$ cat src/rtl/smc_ram.sv
// Generic simple dual-port RAM with registered read.
module smc_ram #(
  parameter int WIDTH = 64,
  parameter int DEPTH = 64
) (
  input  logic                     clk,
  input  logic                     we,
  input  logic [$clog2(DEPTH)-1:0] waddr,
  input  logic [WIDTH-1:0]         wdata,
  input  logic [$clog2(DEPTH)-1:0] raddr,
  output logic [WIDTH-1:0]         rdata
);

  logic [WIDTH-1:0] mem [DEPTH];

  always_ff @(posedge clk) begin
    if (we) begin
      mem[waddr] <= wdata;
    end
    rdata <= mem[raddr];
  end

endmodule

$ cat config.mk
export PLATFORM = sky130hd
export DESIGN_NAME = smc_ram
export DESIGN_NICKNAME = d
export VERILOG_FILES = /design/src/rtl/smc_ram.sv
export SDC_FILE = /design/constraint.sdc
export NUM_CORES = 2
export LEC_CHECK = 0
export BUFFER_PORTS_ARGS = -buffer_cell sky130_fd_sc_hd__buf_2
export CAP_MARGIN = 20
export CORE_MARGIN = 2
export CORE_UTILIZATION = 45
export DETAILED_ROUTE_END_ITERATION = 10
export GPL_TIMING_DRIVEN = 0
export SLEW_MARGIN = 10
export SYNTH_ARGS = -nofsm -noshare
export SYNTH_HDL_FRONTEND = slang
export SYNTH_SLANG_ARGS = --single-unit
$ cat constraint.sdc
create_clock -name clk -period 16.2 [get_ports clk]
set_input_delay 3.24 -clock clk [delete_from_list [all_inputs] [get_ports clk]]
set_output_delay 3.24 -clock clk [all_outputs]
set_load 0.02 [all_outputs]
# Word-level counts from Yosys, hierarchy flattened
# Memory sizes are Yosys's and may differ from the RTL's. A register that Yosys moved wholly into a read port is not among the register bits.
# Index checks and enable logic that the tools add are counted.
# classes
mux,2
# op_table
operator,n
1-bit two-way mux,2
# word_totals
input_bits,78
mem_bits_rw,4096
mem_count,1
word_cells,3
regBits,0
# memory_table
name,depth,word_bits,read_ports,rd_clocked_by_memory_dff,write_ports,line_no,rtl
mem,64,64,1,1,1,14,logic [WIDTH-1:0] mem [DEPTH];

# Logic depth before layout (Yosys ltp)
# logic_depth
ltp_word,2
mapped_depth,9
ltp_nobuf,5

# Least setup slack after synthesis
# Ideal clock, no wire load.
# synth_path
kind,input to register
start,input port waddr[3]
end,memory mem[48][0] (enable)
n_path_buf,1
t_arrival_ps,8112
stages,4
setup_time_ps,564
setup_slack_ps,7524
required_ps,15636
cell_sequence,clkbuf_1 -> nor2b_1 -> nand4b_1 -> nor3_1
# synth_lines
element,line_no,rtl
"start, declared",8,"input logic [$clog2(DEPTH)-1:0] waddr,"
"end, declared",14,
# No word-level cell before the write port.

==> impl_metrics.yaml <==
setup_path:
  cp_slowest_cell: "a211oi_1"
  rr_worst_depth: 5
  cp_cell_sequence: "buf_2 -> buf_4 -> buf_2 -> buf_2 -> buf_4 -> mux2i_1 -> o22ai_1 -> a31oi_1 -> a211oi_1"
  crit_family: "buffers and inverters"
  max_stage_delay_ns: 0.84
  cp-start-kind: "input pin"
  endpoint_kind: "register"
  endpoint: "rdata[7]$_DFF_P_"
  cp.required_ns: 16.96
  path_depth: 9
  r2r_slack_ns: 13.33
  r2r-end: "rdata[38]$_DFF_P_"
  path_buf_inv: 5
  path_max_fanout: 10
  cp.arrival_ns: 7.34
  crit_type: "in -> reg"
  startpoint: "raddr[2]"
  reg2reg_from: "mem[63][38]$_DFFE_PP_"
  crit_path_frequent_cell: "buf_2"
route:
  wirelength_um: 431600
  first_iter_violations: 10490
  drt_pass1_iterations: 5
  viasPerCell: 6.157
  via_count: 76090
  wl_per_cell_um: 34.93
  route.met3.wl_um: 39900
  drc: 0
  dr_wl_met2_um: 207000
  postRouteAntennaNets: 0
  routed.top_layer: "met5"
  drt-met1-wl_um: 166800
synthesis:
  synth_top_area_share: 0.7867
  yosysTopAreaCell: "edfxtp_1"
  synth.distinct_cells: 33
  synth_edf_count: 4096
  synth-seq-cells: 4160
  synth_ff_type: "edfxtp_1"
  synth.yosys.warnings: 0
  yosysSeqAreaShare: 0.7949
  netlist_area_um2: 156300
  async_flop_share: 0
  syn_inst: 6598
  yosys.cell_count.top_type: "edfxtp_1"
  netlist_top_cells_area: "edfxtp_1 (79%), mux4_2 (15%), mux2i_1 (0.86%), dfxtp_1 (0.82%), a22oi_1 (0.81%)"
  synth.net_count: 6676
  synthTopCellsByCount: "edfxtp_1 (4,096), mux4_2 (1,024), buf_2 (170)"
  avgSynthCellArea_um2: 23.70
clock_tree:
  cts_max_path_buffers: 4
  cts_setup_buffers: 0
  clockRootBuffer: "clkbuf_16"
  clk_pin_slew_ns: 0.06
  cts_made_buffers: 407
  clock_latency_ns: 0.97
  cts_max_level: 5
  cts_sinks: 4160
  cts_tree: "yes"
  postCtsHoldBufs: 0
  ctsResizeCount: 0
global_routing:
  grt_usage: 0.2429
  grt_pass1_vias: 76310
  antenna_found_initial: 42
  grt_max_degree: 65
  grt_overflow: 0
  grt_first_pass_wirelength_um: 598100
placement:
  io_buffers: 133
  hpwlAfterDp_um: 292900
  gp_congestion: 0.8207
  pre_cts_slack_ns: 8.634
status:
  status: "finished clean"
cells_and_area:
  nets: 7501
  drive_gt1_frac: 0.3007
  fillers: 26320
  area_growth_syn_to_layout_pct: 16.23
floorplan:
  start_util: 0.4520
  dieArea_um2: 352200
  die_x_um: 593.4
  core_um2: 345900
  io-pin-count: 142
  dieHeight_um: 593.4
  rows: 216
power_and_ir_drop:
  p_leak_nw: 56.86
  peakVddDrop_mv: 0.09548
  power_density_nw_per_um2: 122.9
timing:
  setup_viol: 0
  tightest_slew_ns: 1.211
  fin_skew_ns: 0.04413
  fmax_mhz: 152.0
  drv_slew: 0
  finalHoldViolCount: 0
  relSlewSlack: 0.1887
  setup_tns_ns: 0
  setup_ws_ns: 9.623
  period_share: 0.4060
  period_minus_slack_ns: 6.577
  rsz0062_at_grt: "false"
hold_path:
  worstHoldPathType: "reg -> reg"
job:
  max_cap_viol_count: 0
==> report_power, final <==
group | switching (mW) | internal [mW] | total (mW)
logic | 0.809 | 0.412 | 1.22
clock network | 4.01 | 5.16 | 9.17
registers | 0.0212 | 11.9 | 11.9
total | 4.84 | 17.5 | 22.3
==> worst register-to-register path: stages, from the launching register on <==
cell      delay (ns)
edfxtp_1        0.37
mux4_2          0.47
mux2i_1         0.34
o22ai_1         0.33
a31oi_1         0.89
a211oi_1        0.27
==> sequential cells by signal (all words and copies together) (netlist names) <==
signal,flops
mem,4096
rdata,64
==> layout by cell type (no fill, tap or decap), drive strengths merged, types with 28 or more instances in the layout <==
cell	instances
edfxtp	4096
mux4	1024
clkbuf	670
buf	646
clkinv	169
a22oi	168
mux2i	135
nor2	112
a22o	88
o22ai	83
and3	64
dfxtp	64
a211oi	63
nand2	58
nand3	45
o221ai	38
or3	29
or2	28
nor2b	28
inv	28
==> layer usage <==
layer / track usage / up-vias
li1: - / 30210
met1: 0.3333 / 41280
met2: 0.3875 / 3881
met3: 0.04877 / 699
met4: 0.09083 / 16
met5: 0 / -
==> layout make-up <==
class | instances | area [µm²] | area share
Sequential cell | 4160 | 124300 | 0.6839
Multi-Input combinational cell | 2049 | 30710 | 0.1690
Clock buffer | 530 | 11100 | 0.06107
Timing Repair Buffer | 416 | 6271 | 0.03451
Tap cell | 4578 | 5728 | 0.03152
Buffer | 370 | 1783 | 0.009811
Clock inverter | 212 | 1724 | 0.009488
Inverter | 19 | 71.32 | 0.0003925
Antenna cell | 24 | 60.06 | 0.0003305
==> cell families (layout without fill, tap and decap cells) <==
logic type,count (synthesis),after routing,synth area share
other,0,24,0
buffers and inverters,389,1547,0.01180
muxes,1159,1159,0.1561
AOI/OAI and AO/OA,504,504,0.02477
and+or+nand+nor,386,386,0.01240
DFF,4160,4160,0.7949
==> how the worst min path moves through the flow <==
| stage | end | depth (start not counted) | start | slack (ns) |
|---|---|---|---|---|
| 3_3_place_gp | rdata[18]$_DFF_P_ | 4 | mem[38][18]$_DFFE_PP_ | 0.92 |
| 4_1_cts | rdata[18]$_DFF_P_ | 4 | mem[39][18]$_DFFE_PP_ | 0.94 |
| 2_1_floorplan | rdata[61]$_DFF_P_ | 4 | mem[30][61]$_DFFE_PP_ | 0.79 |
| 6_report | rdata[18]$_DFF_P_ | 4 | mem[39][18]$_DFFE_PP_ | 0.91 |
| 3_5_place_dp | rdata[18]$_DFF_P_ | 4 | mem[39][18]$_DFFE_PP_ | 0.92 |
| 5_1_grt | rdata[34]$_DFF_P_ | 4 | mem[39][34]$_DFFE_PP_ | 0.96 |
==> per-stage QoR <==
| stage | hold WS [ns] | area, µm² | power [mW] | utilization | cells |
|---|---|---|---|---|---|
| finish | 0.9133 | 181700 | 22.33 | 0.5253 | 12360 |
| global route | 0.9552 | 181700 | 22.91 | 0.5252 | 12340 |
| detailed placement | 0.9196 | 168500 | 13.38 | 0.4870 | 11580 |
| CTS | 0.9360 | 181300 | 22.44 | 0.5241 | 12320 |
| global placement | 0.9228 | 162700 | 13.32 | 0.4704 | 11310 |
| floorplan | 0.7878 | 156300 | 12.75 | - | 6598 |
(Power assumes the default switching activity.)
